===== src/sv/assert_macros.svh =====
// Assertion macros used by the top level of the point transform core.
// No dependencies; include by bare file name.
`ifndef ASSERT_MACROS_SVH
`define ASSERT_MACROS_SVH

// Condition a must bring condition c in the same cycle.
`define ASSERT_IMPLIES(label, clk, rst_n, a, c) \
	label: assert property (@(posedge clk) disable iff (!rst_n) (a) |-> (c)) \
		else $error("assertion failed");

// Condition a must be followed by condition c after the delay given by n.
`define ASSERT_DELAYED(label, clk, rst_n, a, n, c) \
	label: assert property (@(posedge clk) disable iff (!rst_n) (a) |-> ##n (c)) \
		else $error("assertion failed");

`endif


===== src/sv/mpt_pkg.sv =====
// Types and constants of the 4x4 point transform core.
// No dependencies; imported by the lane, merge and top-level modules.
package mpt_pkg;

	localparam int NUM_ROWS = 4;
	localparam int COMP_W   = 16;
	localparam int ROW_W    = NUM_ROWS * COMP_W;
	localparam int PROD_W   = 2 * COMP_W;
	// four products of at most 2^30 in magnitude, plus the rounding half
	localparam int ACC_W    = PROD_W + 3;
	localparam int CFG_IDX_W = 2;

	typedef enum logic [CFG_IDX_W-1:0] {
		REG_ROW0 = 2'd0,
		REG_ROW1 = 2'd1,
		REG_ROW2 = 2'd2,
		REG_ROW3 = 2'd3
	} cfg_reg_t;

	// identity matrix, Q4.12
	localparam logic [ROW_W-1:0] ROW0_RESET = 64'h0000_0000_0000_1000;
	localparam logic [ROW_W-1:0] ROW1_RESET = 64'h0000_0000_1000_0000;
	localparam logic [ROW_W-1:0] ROW2_RESET = 64'h0000_1000_0000_0000;
	localparam logic [ROW_W-1:0] ROW3_RESET = 64'h1000_0000_0000_0000;

	typedef logic signed [COMP_W-1:0] comp_t;

	typedef struct packed {
		comp_t x;
		comp_t y;
		comp_t z;
		comp_t w;
	} point_t;

	typedef struct packed {
		comp_t val;
		logic  clip;
	} lane_res_t;

endpackage


===== src/sv/mpt_lane.sv =====
// One row lane: four products, sum with rounding half, shift and saturate.
// Depends on mpt_pkg.
module mpt_lane #(
	parameter int FRAC_BITS = 12
) (
	input  logic                      clk,
	input  logic [mpt_pkg::ROW_W-1:0] coefs,
	input  mpt_pkg::point_t           pt,
	output mpt_pkg::lane_res_t        res
);
	import mpt_pkg::*;

	localparam int HALF_I = (1 << FRAC_BITS) >> 1;
	localparam logic signed [ACC_W-1:0] HALF    = ACC_W'(HALF_I);
	localparam logic signed [ACC_W-1:0] SAT_MAX = ACC_W'(32767);
	localparam logic signed [ACC_W-1:0] SAT_MIN = -ACC_W'(32768);

	comp_t                    comp [NUM_ROWS];
	comp_t                    coef [NUM_ROWS];
	logic signed [PROD_W-1:0] prod_s1 [NUM_ROWS];
	logic signed [ACC_W-1:0]  sum_s2;
	logic signed [ACC_W-1:0]  shifted;
	lane_res_t                res_nx;
	lane_res_t                res_s3;

	always_comb begin
		comp[0] = pt.x;
		comp[1] = pt.y;
		comp[2] = pt.z;
		comp[3] = pt.w;
		for (int k = 0; k < NUM_ROWS; k++) begin
			coef[k] = signed'(coefs[COMP_W*k +: COMP_W]);
		end
	end

	always_ff @(posedge clk) begin
		for (int k = 0; k < NUM_ROWS; k++) begin
			prod_s1[k] <= coef[k] * comp[k];
		end
	end

	always_ff @(posedge clk) begin
		sum_s2 <= ACC_W'(prod_s1[0]) + ACC_W'(prod_s1[1])
			+ ACC_W'(prod_s1[2]) + ACC_W'(prod_s1[3]) + HALF;
	end

	// arithmetic shift floors, so ties round toward plus infinity
	assign shifted = sum_s2 >>> FRAC_BITS;

	always_comb begin
		priority if (shifted > SAT_MAX) begin
			res_nx.val  = comp_t'(SAT_MAX);
			res_nx.clip = 1'b1;
		end else if (shifted < SAT_MIN) begin
			res_nx.val  = comp_t'(SAT_MIN);
			res_nx.clip = 1'b1;
		end else begin
			res_nx.val  = comp_t'(shifted);
			res_nx.clip = 1'b0;
		end
	end

	always_ff @(posedge clk) begin
		res_s3 <= res_nx;
	end

	assign res = res_s3;

endmodule


===== config.mk =====
export PLATFORM = sky130hd
export DESIGN_NAME = mpt_lane
export DESIGN_NICKNAME = d
export VERILOG_FILES = /design/src/sv/assert_macros.svh /design/src/sv/mpt_pkg.sv /design/src/sv/mpt_lane.sv
export SDC_FILE = /design/constraint.sdc
export NUM_CORES = 2
export LEC_CHECK = 0
export BUFFER_PORTS_ARGS = -buffer_cell sky130_fd_sc_hd__buf_2
export CAP_MARGIN = 20
export CORE_MARGIN = 5
export CORE_UTILIZATION = 54
export CTS_BUF_LIST = sky130_fd_sc_hd__clkbuf_16
export CTS_CLUSTER_DIAMETER = 40
export DETAILED_ROUTE_END_ITERATION = 8
export PLACE_DENSITY = 0.73
export REMOVE_ABC_BUFFERS = 1
export SYNTH_ARGS = -nofsm -noshare
export SYNTH_HDL_FRONTEND = slang
export SYNTH_SLANG_ARGS = --single-unit

===== constraint.sdc =====
create_clock -name clk -period 7.49 [get_ports clk]
set_clock_uncertainty 0.05 [all_clocks]
set_input_delay 2.247 -clock clk [delete_from_list [all_inputs] [get_ports clk]]
set_output_delay 2.247 -clock clk [all_outputs]
set_load 0.02 [all_outputs]

==> results.json <==
{
  "outcome": "finished with violations",
  "violations": "setup timing",
  "cp_max_fo": 5,
  "dp_slack_ns": -0.5873,
  "dp.cells": 6490,
  "chipHeight_um": 300.4,
  "via_per_inst": 5.095,
  "grtUsageMet2": 0.4354,
  "finalSetupViolations": 3,
  "clk_pin_slew_worst_paths_ns": 0.07,
  "drv_slew": 0,
  "synth-seq-cells": 168,
  "netlist_instances": 4766,
  "via_count": 33341,
  "max-slew-margin-rel": 0.3095,
  "drc": 0,
  "maxCapViolations": 0,
  "use_met1": 0.3345,
  "ys_seq_area_frac": 0.07383,
  "core_mm2": 0.08369,
  "track_usage": 0.2445,
  "cts_buffers": 17,
  "timing.fmax_mhz": 133.1,
  "clk_path_buf_depth": 2,
  "routed_wl_mm": 106.4,
  "clock-sinks": 168,
  "tightest_slew_ns": 1.029,
  "synth-edff-count": 0,
  "antenna_cells": 0,
  "drive_gt1_frac": 0.1795,
  "final_nets": 7029,
  "grt_antenna_before_repair": 3,
  "cp-start-kind": "input port",
  "synth_top_area_frac": 0.4887,
  "post-route-period-util": 1.003,
  "start_util": 0.5443,
  "cts_tree": "yes",
  "holdCritPathClass": "reg2reg",
  "avgSynthCellArea_um2": 9.558,
  "cts_root_buf": "clkbuf_16",
  "path_class": "in2reg",
  "grt_util_met3": 0.02055,
  "antenna_left": 0,
  "synthTopCellsByArea": "fa_1, ha_1, inv_1, dfxtp_1, and2_1",
  "finalNonFillerCells": 6544,
  "htreeDepth": 4,
  "grt_max_degree": 19,
  "hold_ws_ns": 0.3333,
  "clk_latency_ns": 0.44,
  "die_x_um": 300.4,
  "grt_pass1_vias": 36711,
  "layout_setup_ws_ns": -0.02503,
  "drtIter0Drc": 1646,
  "rsz0062_at_grt": "true",
  "post-route-min-period_ns": 7.515,
  "yosysTopAreaCell": "fa_1",
  "postPlaceCellArea_mm2": 0.05166,
  "routedWlPerCell_um": 16.26,
  "gr-total-overflow": 0,
  "dp_hpwl_mm": 94.64,
  "cp.arrival_ns": 7.78,
  "dr.pass1.iters": 7,
  "busiest_layer": "met2",
  "gp_congestion": 0.8962,
  "worst_ep_required_time_ns": 7.75,
  "rows": 106,
  "syn2layout_area_growth_pct": 17.56,
  "synth_ff_type": "dfxtp_1",
  "die-area_mm2": 0.09027,
  "syn_area_mm2": 0.04555,
  "synthArstFlopShare": 0,
  "io_pins": 146,
  "fillerInstances": 6587,
  "yosys_warnings": 0,
  "port_buffers": 145,
  "final_cell_area_mm2": 0.05355,
  "hold_violations": 0,
  "post_synth_num_cell_types": 72,
  "critPathCaptureType": "register",
  "grt_pass1_wl_mm": 181.1
}
==> registers in the layout (all words and copies together), names as in the netlist <==
| register | count |
|---|---|
| res | 17 |
| sum_s2 | 23 |
| prod_s1 | 128 |
==> repair_timing <==
action	CTS	global route
setup buffers	6	16
setup endpoints to repair	23	49
pin swaps	33	151
resized for setup	63	250
endpoints found under the hold margin	0	0
hold buffers	0	0
==> worst max-delay path, cell delays in order <==
cell and delay, ns:
buf_4 0.13, nand2_1 0.07, buf_4 0.14, fa_1 0.48, fa_1 0.51, fa_1 0.51
inv_1 0.05, fa_1 0.48, fa_1 0.58, fa_1 0.43, ha_1 0.32, a21o_1 0.16
a21o_1 0.18, a21oi_2 0.15, o21ai_1 0.09, or4_1 0.41, a31oi_1 0.18, o21ai_1 0.12
nor4b_1 0.15, or3_1 0.37
==> worst paths after layout <==
| path | start | end | slack [ns] | cells after the start |
|---|---|---|---|---|
| worst max-delay path | coefs[15] | prod_s1[0][30]$_DFF_P_ | -0.03 | 20 |
| worst min-delay path | sum_s2[34]$_DFF_P_ | res[16]$_SDFF_PN0_ | 0.33 | 0 |
| worst max register to register | prod_s1[1][10]$_DFF_P_ | sum_s2[17]$_DFF_P_ | 3.07 | 12 |
| worst min register to register | sum_s2[34]$_DFF_P_ | res[16]$_SDFF_PN0_ | 0.33 | 0 |
==> kinds of logic after synthesis <==
kind of cell | count (synthesis) | synth area share
adders and majority gates | 1503 | 0.5961
buffers and inverters | 1297 | 0.1069
and+or+nand+nor | 1280 | 0.1411
AOI/OAI and AO/OA | 360 | 0.05169
DFF | 168 | 0.07383
xor gates and xnor gates | 155 | 0.02980
muxes | 3 | 0.0006592
==> area by class of cell <==
type | instances | area, um^2 | share of cell area
clock buffers | 17 | 425.4 | 0.007944
flip-flops and latches | 168 | 3363 | 0.06280
multi-input cells | 3301 | 38150 | 0.7124
well taps | 1134 | 1419 | 0.02649
repair buffers | 752 | 5699 | 0.1064
inverters | 1157 | 4343 | 0.08110
clock inverters | 15 | 150.1 | 0.002804
==> routing by layer <==
| layer | up-vias | wire length [um] | share of wire |
|---|---|---|---|
| li1 | 15319 | - | - |
| met1 | 17100 | 45080 | 0.42 |
| met2 | 753 | 54970 | 0.52 |
| met3 | 167 | 4238 | 0.040 |
| met4 | 2 | 2082 | 0.020 |
| met5 | - | 13 | 0.00012 |
==> synthesized netlist by cell type, drive strengths merged (3+ instances only) <==
cell type and n:
and3 7, nor2 106, nand2b 33, o211ai 9, ha 391, nor3 20, fa 1112, o22ai 6
xnor2 115, clkbuf 140, xor2 40, o21ai 73, o2111ai 5, a211oi 11, nand3 33, nand2 515
and4 3, o21bai 13, a21oi 103, inv 1157, o21a 33, nand3b 3, a211o 8, a31o 7
or3 18, a21boi 4, a21o 54, nor4b 3, dfxtp 168, nor2b 9, and2 504, nand4 11
nor3b 4, mux2i 3, a31oi 12
==> cells in the final DEF (no fill, tap or decap), types with 19 or more instances in the layout <==
master    instances
inv_1          1151
nand3_1          32
o21a_1           33
nand2_1         507
fa_2             37
nor2_1          100
clkbuf_4         19
a21oi_1          78
a21o_1           53
dfxtp_1         168
buf_2            91
xnor2_1         114
buf_6            39
and2_4           26
buf_4           591
and2_1          477
o21ai_0          49
nand2b_1         33
ha_4             23
ha_1            363
fa_1           1075
nor3_1           19
a21oi_2          23
xor2_1           40
==> metrics by stage <==
| stage | util | setup TNS (ns) |
|---|---|---|
| floorplan | - | -1.347 |
| global placement | 0.6173 | -19.64 |
| detailed placement | 0.6173 | -21.58 |
| CTS | 0.6276 | -0.02821 |
| global route | 0.6399 | -1.535 |
| finish | 0.6399 | -0.04911 |
Power is left out: the tool's default activity adds up to more than one toggle a clock period on the data nets, which glitch-free logic cannot reach.
