[config.mk]
export PLATFORM = sky130hd
export DESIGN_NAME = mpt_merge
export DESIGN_NICKNAME = d
export VERILOG_FILES = /design/src/sv/assert_macros.svh /design/src/sv/mpt_pkg.sv /design/src/sv/mpt_merge.sv
export SDC_FILE = /design/constraint.sdc
export NUM_CORES = 1
export LEC_CHECK = 0
export BUFFER_PORTS_ARGS = -buffer_cell sky130_fd_sc_hd__buf_2
export CORE_MARGIN = 4
export CORE_UTILIZATION = 43
export DETAILED_ROUTE_END_ITERATION = 8
export PLACE_DENSITY = 0.94
export SLEW_MARGIN = 20
export SYNTH_ARGS = -nofsm -noshare
export SYNTH_HDL_FRONTEND = slang
export SYNTH_SLANG_ARGS = --single-unit
[constraint.sdc]
create_clock -name clk -period 1.15 [get_ports clk]
set_clock_uncertainty 0.1 [all_clocks]
set_input_delay 0.23 -clock clk [delete_from_list [all_inputs] [get_ports clk]]
set_output_delay 0.23 -clock clk [all_outputs]
set_load 0.05 [all_outputs]
[src/sv/assert_macros.svh]
// Assertion macros used by the top level of the point transform core.
// No dependencies; include by bare file name.
`ifndef ASSERT_MACROS_SVH
`define ASSERT_MACROS_SVH

// Condition a must bring condition c in the same cycle.
`define ASSERT_IMPLIES(label, clk, rst_n, a, c) \
	label: assert property (@(posedge clk) disable iff (!rst_n) (a) |-> (c)) \
		else $error("assertion failed");

// Condition a must be followed by condition c after the delay given by n.
`define ASSERT_DELAYED(label, clk, rst_n, a, n, c) \
	label: assert property (@(posedge clk) disable iff (!rst_n) (a) |-> ##n (c)) \
		else $error("assertion failed");

`endif

[src/sv/mpt_pkg.sv]
// Types and constants of the 4x4 point transform core.
// No dependencies; imported by the lane, merge and top-level modules.
package mpt_pkg;

	localparam int NUM_ROWS = 4;
	localparam int COMP_W   = 16;
	localparam int ROW_W    = NUM_ROWS * COMP_W;
	localparam int PROD_W   = 2 * COMP_W;
	// four products of at most 2^30 in magnitude, plus the rounding half
	localparam int ACC_W    = PROD_W + 3;
	localparam int CFG_IDX_W = 2;

	typedef enum logic [CFG_IDX_W-1:0] {
		REG_ROW0 = 2'd0,
		REG_ROW1 = 2'd1,
		REG_ROW2 = 2'd2,
		REG_ROW3 = 2'd3
	} cfg_reg_t;

	// identity matrix, Q4.12
	localparam logic [ROW_W-1:0] ROW0_RESET = 64'h0000_0000_0000_1000;
	localparam logic [ROW_W-1:0] ROW1_RESET = 64'h0000_0000_1000_0000;
	localparam logic [ROW_W-1:0] ROW2_RESET = 64'h0000_1000_0000_0000;
	localparam logic [ROW_W-1:0] ROW3_RESET = 64'h1000_0000_0000_0000;

	typedef logic signed [COMP_W-1:0] comp_t;

	typedef struct packed {
		comp_t x;
		comp_t y;
		comp_t z;
		comp_t w;
	} point_t;

	typedef struct packed {
		comp_t val;
		logic  clip;
	} lane_res_t;

endpackage

[src/sv/mpt_merge.sv]
// Merge stage: gather the four lane results into one output beat.
// Depends on mpt_pkg.
module mpt_merge (
	input  logic               clk,
	input  logic               arst_n,
	input  logic               valid,
	input  mpt_pkg::lane_res_t lanes [mpt_pkg::NUM_ROWS],
	output logic               done,
	output mpt_pkg::comp_t     out_x,
	output mpt_pkg::comp_t     out_y,
	output mpt_pkg::comp_t     out_z,
	output mpt_pkg::comp_t     out_w,
	output logic               saturated
);
	import mpt_pkg::*;

	logic  done_q;
	logic  sat_q;
	comp_t x_q, y_q, z_q, w_q;

	always_ff @(posedge clk or negedge arst_n) begin
		if (!arst_n) begin
			done_q <= 1'b0;
			sat_q  <= 1'b0;
		end else begin
			done_q <= valid;
			sat_q  <= valid & (lanes[0].clip | lanes[1].clip
				| lanes[2].clip | lanes[3].clip);
		end
	end

	always_ff @(posedge clk) begin
		if (valid) begin
			x_q <= lanes[0].val;
			y_q <= lanes[1].val;
			z_q <= lanes[2].val;
			w_q <= lanes[3].val;
		end
	end

	assign done      = done_q;
	assign saturated = sat_q;
	assign out_x     = x_q;
	assign out_y     = y_q;
	assign out_z     = z_q;
	assign out_w     = w_q;

endmodule

==> results.txt, run 1 <==
The flow ran to the end, but the final reports show violations. The checks that failed: negative setup slack. The arithmetic-cell share of the synthesized area counting full adders, half adders and majority gates works out to 0%. The tools report the number of placement rows as 24. The post-synthesis net count was 138.

Endpoint class of the critical path: a primary output. The via-per-instance ratio was 4.617. The combined buffer and inverter count along the critical path is 1. The post-detailed-route DRC marker count was 0; the actual slew at the worst max-slew pin was 184.8 ps.

After synthesis, the largest family of logic cells by area is compound AO/OA/AOI/OAI gates. The largest stage delay on the critical path was 420 ps. Across the run, the number of max-cap violations was 0.

Share of the synthesized area in compound gates (AO/OA/AOI/OAI): 0.5678%. In this run the count of I/O pins placed on the die edge is 137. The worst hold path begins at lanes[17]. The smallest clock period supported by the final layout is computed as 1257 ps. After clock tree synthesis, the clock-pin slew on the worst setup and hold paths is 70 ps. Across every metal layer, demand over resource in global routing totals 23.84%.

The post-detailed-route wirelength per cell is 19.53 µm, and the required time of the critical path is 820 ps. The logs give 0.6833 for the last weighted congestion value of the routability-driven placer and 9 for the number of CTS-inserted buffers. Among all stages on the critical path, the largest delay is contributed by sky130_fd_sc_hd__edfxtp_1. The worst hold path terminates at saturated. The wire length of the first global-routing pass was 10.26 mm. Averaged over all synthesized cells, the footprint is 29.60 µm². The library cells used most frequently in the layout, excluding fill and tap cells, are sky130_fd_sc_hd__buf_2 (70), sky130_fd_sc_hd__buf_6 (66), sky130_fd_sc_hd__dlygate4sd3_1 (65). In this run the static leakage power is 1.696 nW. The area occupied by registers is 1972 µm², and the number of buffers inserted by port buffering is 136. The sink count of the clock tree was 66. CTS built an H-tree with a depth of 3. The final critical path takes up 109.3% of the cycle. In this run the tightest slew margin relative to its limit is 87.68%. The largest vdd supply drop was 1028 µV; the largest fanout on the critical path was 1.

The final-report max-slew violation count came out at 0. The mux cell area share after synthesis is 0%. The via count of the routed design is 1565, and the pin count of the biggest net entering global routing is 35. Synthesis produced 67 cells. The logs give 1812 for the via count of the first global-routing pass and 352 for the count of nets after finishing. The tools report the nature of the critical path startpoint as a flop.

The final cell count without fillers is 339, and the worst setup margin is -106.7 ps. The detailed router finished its first iteration with 83 violations. The routed design has 6.619 mm of wire.

Fill cells in the final layout number 151. The area growth from synthesis to layout is 101.1%. The total overflow reported by the global router is 0, and the number of hold-slack violations in the final timing report is 0.

The worst hold path passes through 2 cells. The worst setup path is of the flop to primary output kind. Counting along the longest clock path gives a buffer depth of 2. The commonest non-fill, non-tap cell in the layout is sky130_fd_sc_hd__buf_2. Setup repair after global routing could not meet its margin everywhere. The cell area after synthesis came out at 1983 µm².

STA puts the critical path data arrival time at 930 ps. In the final layout, the share of cells above drive strength 1 is 52.10%. The die span in x was 75.91 µm. The number of placed instances, taps included, is 257.

The buffer cell driving the clock tree root is sky130_fd_sc_hd__clkbuf_8. The die covers 5762 µm². The tools report the effective utilization at floorplan as 44.93%.

The achievable frequency was 795.8 MHz; the cell area power density was 1494 nW/µm². The floorplan step set the die height to 75.91 µm. For the number of different library cells in the post-synthesis netlist, the log shows 3. Final hold analysis gives a worst-case slack of 56.16 ps.

TritonCTS built the clock tree. The XOR/XNOR share of the synthesized area works out to 0%. Summing the areas of all and, or, nand and nor instances in the mapped netlist gives 0% of the synthesized area. After synthesis the netlist holds a flip-flop and latch count of 66.

After synthesis, flip-flops and latches occupy 99.43% of the total area. Once detailed placement completed, the half-perimeter wirelength came to 3.370 mm. The placeable core region is 4414 µm². Grouping stages by cell kind, the critical path spends the most delay in flip-flops. The tools report the area occupied by multi-input gates as 11.26 µm². Before antenna repair, the detailed router went through 4 iterations. In this run the worst hold path is classified as input pin to flop.

Walking the worst path, the cells encountered are buf_6. For the total of warnings raised by yosys, the log shows 0. The initial antenna violation count is 1, and the final-report setup violation count is 66. The detail route stage leaves a number of antenna-violating nets equal to 0.
layer usage:
layer  wire length [µm]  GRT usage (%)
met3                662          11.37
met4                123          9.609
met2               3590          41.61
met1               2242          24.17
met5                  0              0
Yosys cell counts:
| library cell | n | area share, % |
|---|---|---|
| sky130_fd_sc_hd__edfxtp_1 | 64 | 97 |
| sky130_fd_sc_hd__dfrtp_1 | 2 | 2.5 |
| sky130_fd_sc_hd__o41a_1 | 1 | 0.57 |
area by class of cell:
class	instances	area share, %
diodes	1	0.06276
clock buffers	11	3.295
clock inverters	5	0.5334
multi-input cells	1	0.2824
flip-flops and latches	66	49.45
well taps	52	1.632
repair buffers	203	44.74
state kept, by name (all words and copies together) (netlist names):
register	flops
out_w	16
out_x	16
out_y	16
out_z	16
done	1
saturated	1
power by group:
group | total, W | internal, W | leakage (nW) | switching [W]
combinational | 0.00143 | 0.000577 | 0.966 | 0.000854
clock | 0.00158 | 0.000754 | 0.0796 | 0.000824
sequential | 0.00295 | 0.00285 | 0.650 | 0.0000961
how the worst max path moves through the flow:
stage          slack (ps)  startpoint         to  cells after the start
3_5_place_dp          140       valid  out_y[13]                      2
4_1_cts               -90    out_w[7]   out_w[7]                      1
2_1_floorplan         220    out_w[0]   out_w[0]                      0
3_3_place_gp          150       valid   out_x[9]                      2
6_report             -110    out_w[7]   out_w[7]                      1
5_1_grt              -150    out_y[5]   out_y[5]                      1
through the flow:
step	utilization, %	setup TNS (ps)	area [µm²]	power, W	setup slack (ps)
global route	90.33	-6848	3988	0.006160	-148.3
CTS	90.28	-4359	3985	0.005920	-93.91
floorplan	-	0	1983	0.003614	219.4
detailed placement	62.73	0	2769	0.003960	139.3
global placement	62.73	0	2769	0.003937	152.0
finish	90.33	-4489	3988	0.005958	-106.7
cell families after synthesis:
kind of cell	after synthesis
flip-flops	66
AO/OA/AOI/OAI	1
repair_timing:
item                                   CTS  global route
buffers inserted                         0             0
resized for setup                      132             0
setup endpoints to repair               66            66
hold buffers                            65             0
endpoints found under the hold margin   66             0
Note: power is estimated with default switching activity, not from simulation.
==> run 2, diff against run 1 <==
CELL_PAD_IN_SITES_DETAIL_PLACEMENT = 1   (was default)
CELL_PAD_IN_SITES_GLOBAL_PLACEMENT = 1   (was default)
CORE_UTILIZATION = 34   (was 43)
==> run 2 against run 1 <==
  * Sequential cell count did not move
  * First-iteration DRC count fell by 51%
  * Sequential share of layout area fell by 0.57 points
  * Sequential power is essentially flat
  * The run still ends with negative setup slack left
==> results.txt, run 2 (synthesis gave the netlist of run 1 again) <==
The flow ran to the end, but the final reports show violations. The final reports fail on negative setup slack. The largest fanout on the critical path is 1 (unchanged).

The largest stage delay on the critical path came out at 420 ps (about the same). Leaving out fill and tap cells, the most frequent cell in the layout is sky130_fd_sc_hd__buf_2. Relative contribution of combinational cells to total power: 23.3% (-0.7 points).

The switching power total came out at 0.001767 W (-0.39%). The arrival time of data at the critical path endpoint was 930 ps (about the same); the internal power contribution was 0.004395 W (+5.1%). The layout cell share with drive strength beyond 1 is 52.28% (+0.18 points), and the effective utilization at floorplan is 35.58% (-9.3 points). The leakage power was 1.705 nW (+0.53%).

The required time of the critical path was 820 ps (about the same); the post-route minimum period was 1257 ps (+0.6850 ps). The critical path is of the flop to primary output type. Number of buffers inserted by port buffering: 136 (unchanged). On the critical path, the stage with the largest delay is an instance of sky130_fd_sc_hd__edfxtp_1.

The tools report the floorplan die area as 7118 µm² (+24%). The nature of the critical path startpoint was a flop. The run gives 35 (unchanged) as the pin count of the biggest net entering global routing.

The combined buffer and inverter count along the critical path came out at 1 (unchanged). The share of power burned in the clock network came out at 28.8% (+2.3 points). For the number of placed instances with taps included, the log shows 277 (+7.8%). Maximum clock insertion buffer count: 2 (unchanged).

Cell area power density: 1528 nW/µm² (+2.2%). The worst hold path terminates at saturated. The post-detailed-route DRC marker count is 0 (unchanged), and the half-perimeter wire length of the detailed placement result is 3.823 mm (+13%). In this run the worst hold path is classified as input pin to flop.

The die span in x came out at 84.37 µm (+11%). The count of nets after finishing is 352 (unchanged). The number of CTS-inserted buffers came out at 9 (unchanged).

The final worst-path cycle share was 109.3% (about the same); the post-detailed-route wirelength per cell was 19.96 µm (+2.2%). The number of placement rows came out at 27 (+13%). The actual slew at the worst max-slew pin is 188.7 ps (+3.854 ps). The run gives 137 (unchanged) as the number of ports placed on the die boundary. Setup repair after global routing could not meet its margin everywhere. The overall routed net length was 7.145 mm (+7.9%); the count of max-cap constraint violations was 0 (unchanged). For the number of nets still failing antenna checks after routing, the log shows 0 (unchanged). For the number of levels in the clock H-tree, the log shows 3 (unchanged).

The tools report the starting DRC count in detailed routing as 41 (-51%). TritonCTS built the clock tree. The number of instances on the worst hold path works out to 2 (unchanged). The wire length of the first global-routing pass was 10.77 mm (+5.0%); the count of TritonRoute iterations in the first routing pass was 4 (unchanged). The worst hold path begins at lanes[17]. The sink count of the clock tree was 66 (unchanged); the achievable frequency was 795.3 MHz (about the same). The initial antenna violation count was 1 (unchanged); the total power after layout was 0.006162 W (+3.4%). STA classifies the critical path endpoint as a primary output. For the worst setup margin, the log shows -107.4 ps (-0.6850 ps).

The largest vdd supply drop was 954.9 µV (-7.1%); the height of the die was 84.37 µm (+11%). In the layout the commonest cells are sky130_fd_sc_hd__buf_2 (70), sky130_fd_sc_hd__buf_6 (66), sky130_fd_sc_hd__dlygate4sd3_1 (65). The proportion of total power due to net switching is 28.67% (-1.1 points).

The via count of the routed design is 1526 (-2.5%), and the total setup buffers inserted after CTS is 0 (unchanged). The via count of the first global-routing pass is 1756 (-3.1%). The clock transition at the registers of the reported paths was 70 ps (about the same). The cell area after placement was 2794 µm² (+0.90%). For the sum of negative setup slack, the log shows -3914 ps (+575.1 ps).

The tools report the cell area after layout as 4034 µm² (+1.2%). Final-report setup violation count: 66 (unchanged). Final cell count without fillers: 358 (+5.6%). The critical path goes through buf_6. The number of hold-slack violations in the final timing report was 0 (unchanged); the overall global routing resource usage was 21.07% (-2.8 points). The area growth from synthesis to layout is 103.4%. For the total overflow reported by the global router, the log shows 0 (unchanged). The last weighted congestion value of the routability-driven placer was 0.7055 (+3.2%). In this run the clock root is driven by a sky130_fd_sc_hd__clkbuf_8. The relative max-transition margin was 87.42% (-0.26 points); the register share of total power was 47.9% (-1.6 points). The dominant delay contributor by cell family on the critical path was flip-flops. The placeable core region came out at 5574 µm² (+26%). The via-per-instance ratio was 4.263 (-7.7%); the final-report max-slew violation count was 0 (unchanged).
run 2: metal layers:
metal	GRT usage (%)	up-vias	share of wire, %
met2	39.60	81	58
met5	0	-	0
met4	4.748	0	0.34
met1	22.18	741	34
li1	-	702	-
met3	8.145	2	7.8
run 2: area by class of cell:
cell class | count | area, µm²
flip-flops and latches | 66 | 1972
repair buffers | 203 | 1784
fillers | 500 | 1540
clock buffers | 10 | 127.6
well taps | 72 | 90.09
clock inverters | 5 | 46.29
multi-input cells | 1 | 11.26
diodes | 1 | 2.502
run 2: power groups by stage:
stage | clock network, W | registers (W) | logic [W]
after detailed placement | 0 | 0.00295 | 0.00103
after CTS | 0.00179 | 0.00294 | 0.00141
final | 0.00178 | 0.00295 | 0.00144
after floorplan | 0 | 0.00361 | 0.00000188
after global routing | 0.00196 | 0.00297 | 0.00148
after global placement | 0 | 0.00293 | 0.00101
run 2: worst max-delay path by stage:
stage / start / endpoint / depth (start not counted)
2_1_floorplan: out_w[0] / out_w[0] / 0
3_3_place_gp: valid / out_x[7] / 2
3_5_place_dp: valid / out_w[3] / 2
4_1_cts: out_x[5] / out_x[5] / 1
5_1_grt: out_z[13] / out_z[13] / 1
6_report: out_y[8] / out_y[8] / 1
run 2: through the flow:
| step | setup slack (ps) | util, % | hold WS (ps) |
|---|---|---|---|
| after floorplan | 219.4 | - | -165.6 |
| after global placement | 155.4 | 50.12 | -85.67 |
| after detailed placement | 141.3 | 50.12 | -84.52 |
| after CTS | -115.6 | 72.32 | 7.006 |
| after global routing | -147.4 | 72.37 | 28.66 |
| final | -107.4 | 72.37 | 32.79 |
run 2: timing repair:
item	4_1_cts	5_1_grt
hold endpoints to repair	66	0
hold buffers	65	0
resized for setup	132	0
gates cloned	0	0
endpoints found under the setup margin	66	66
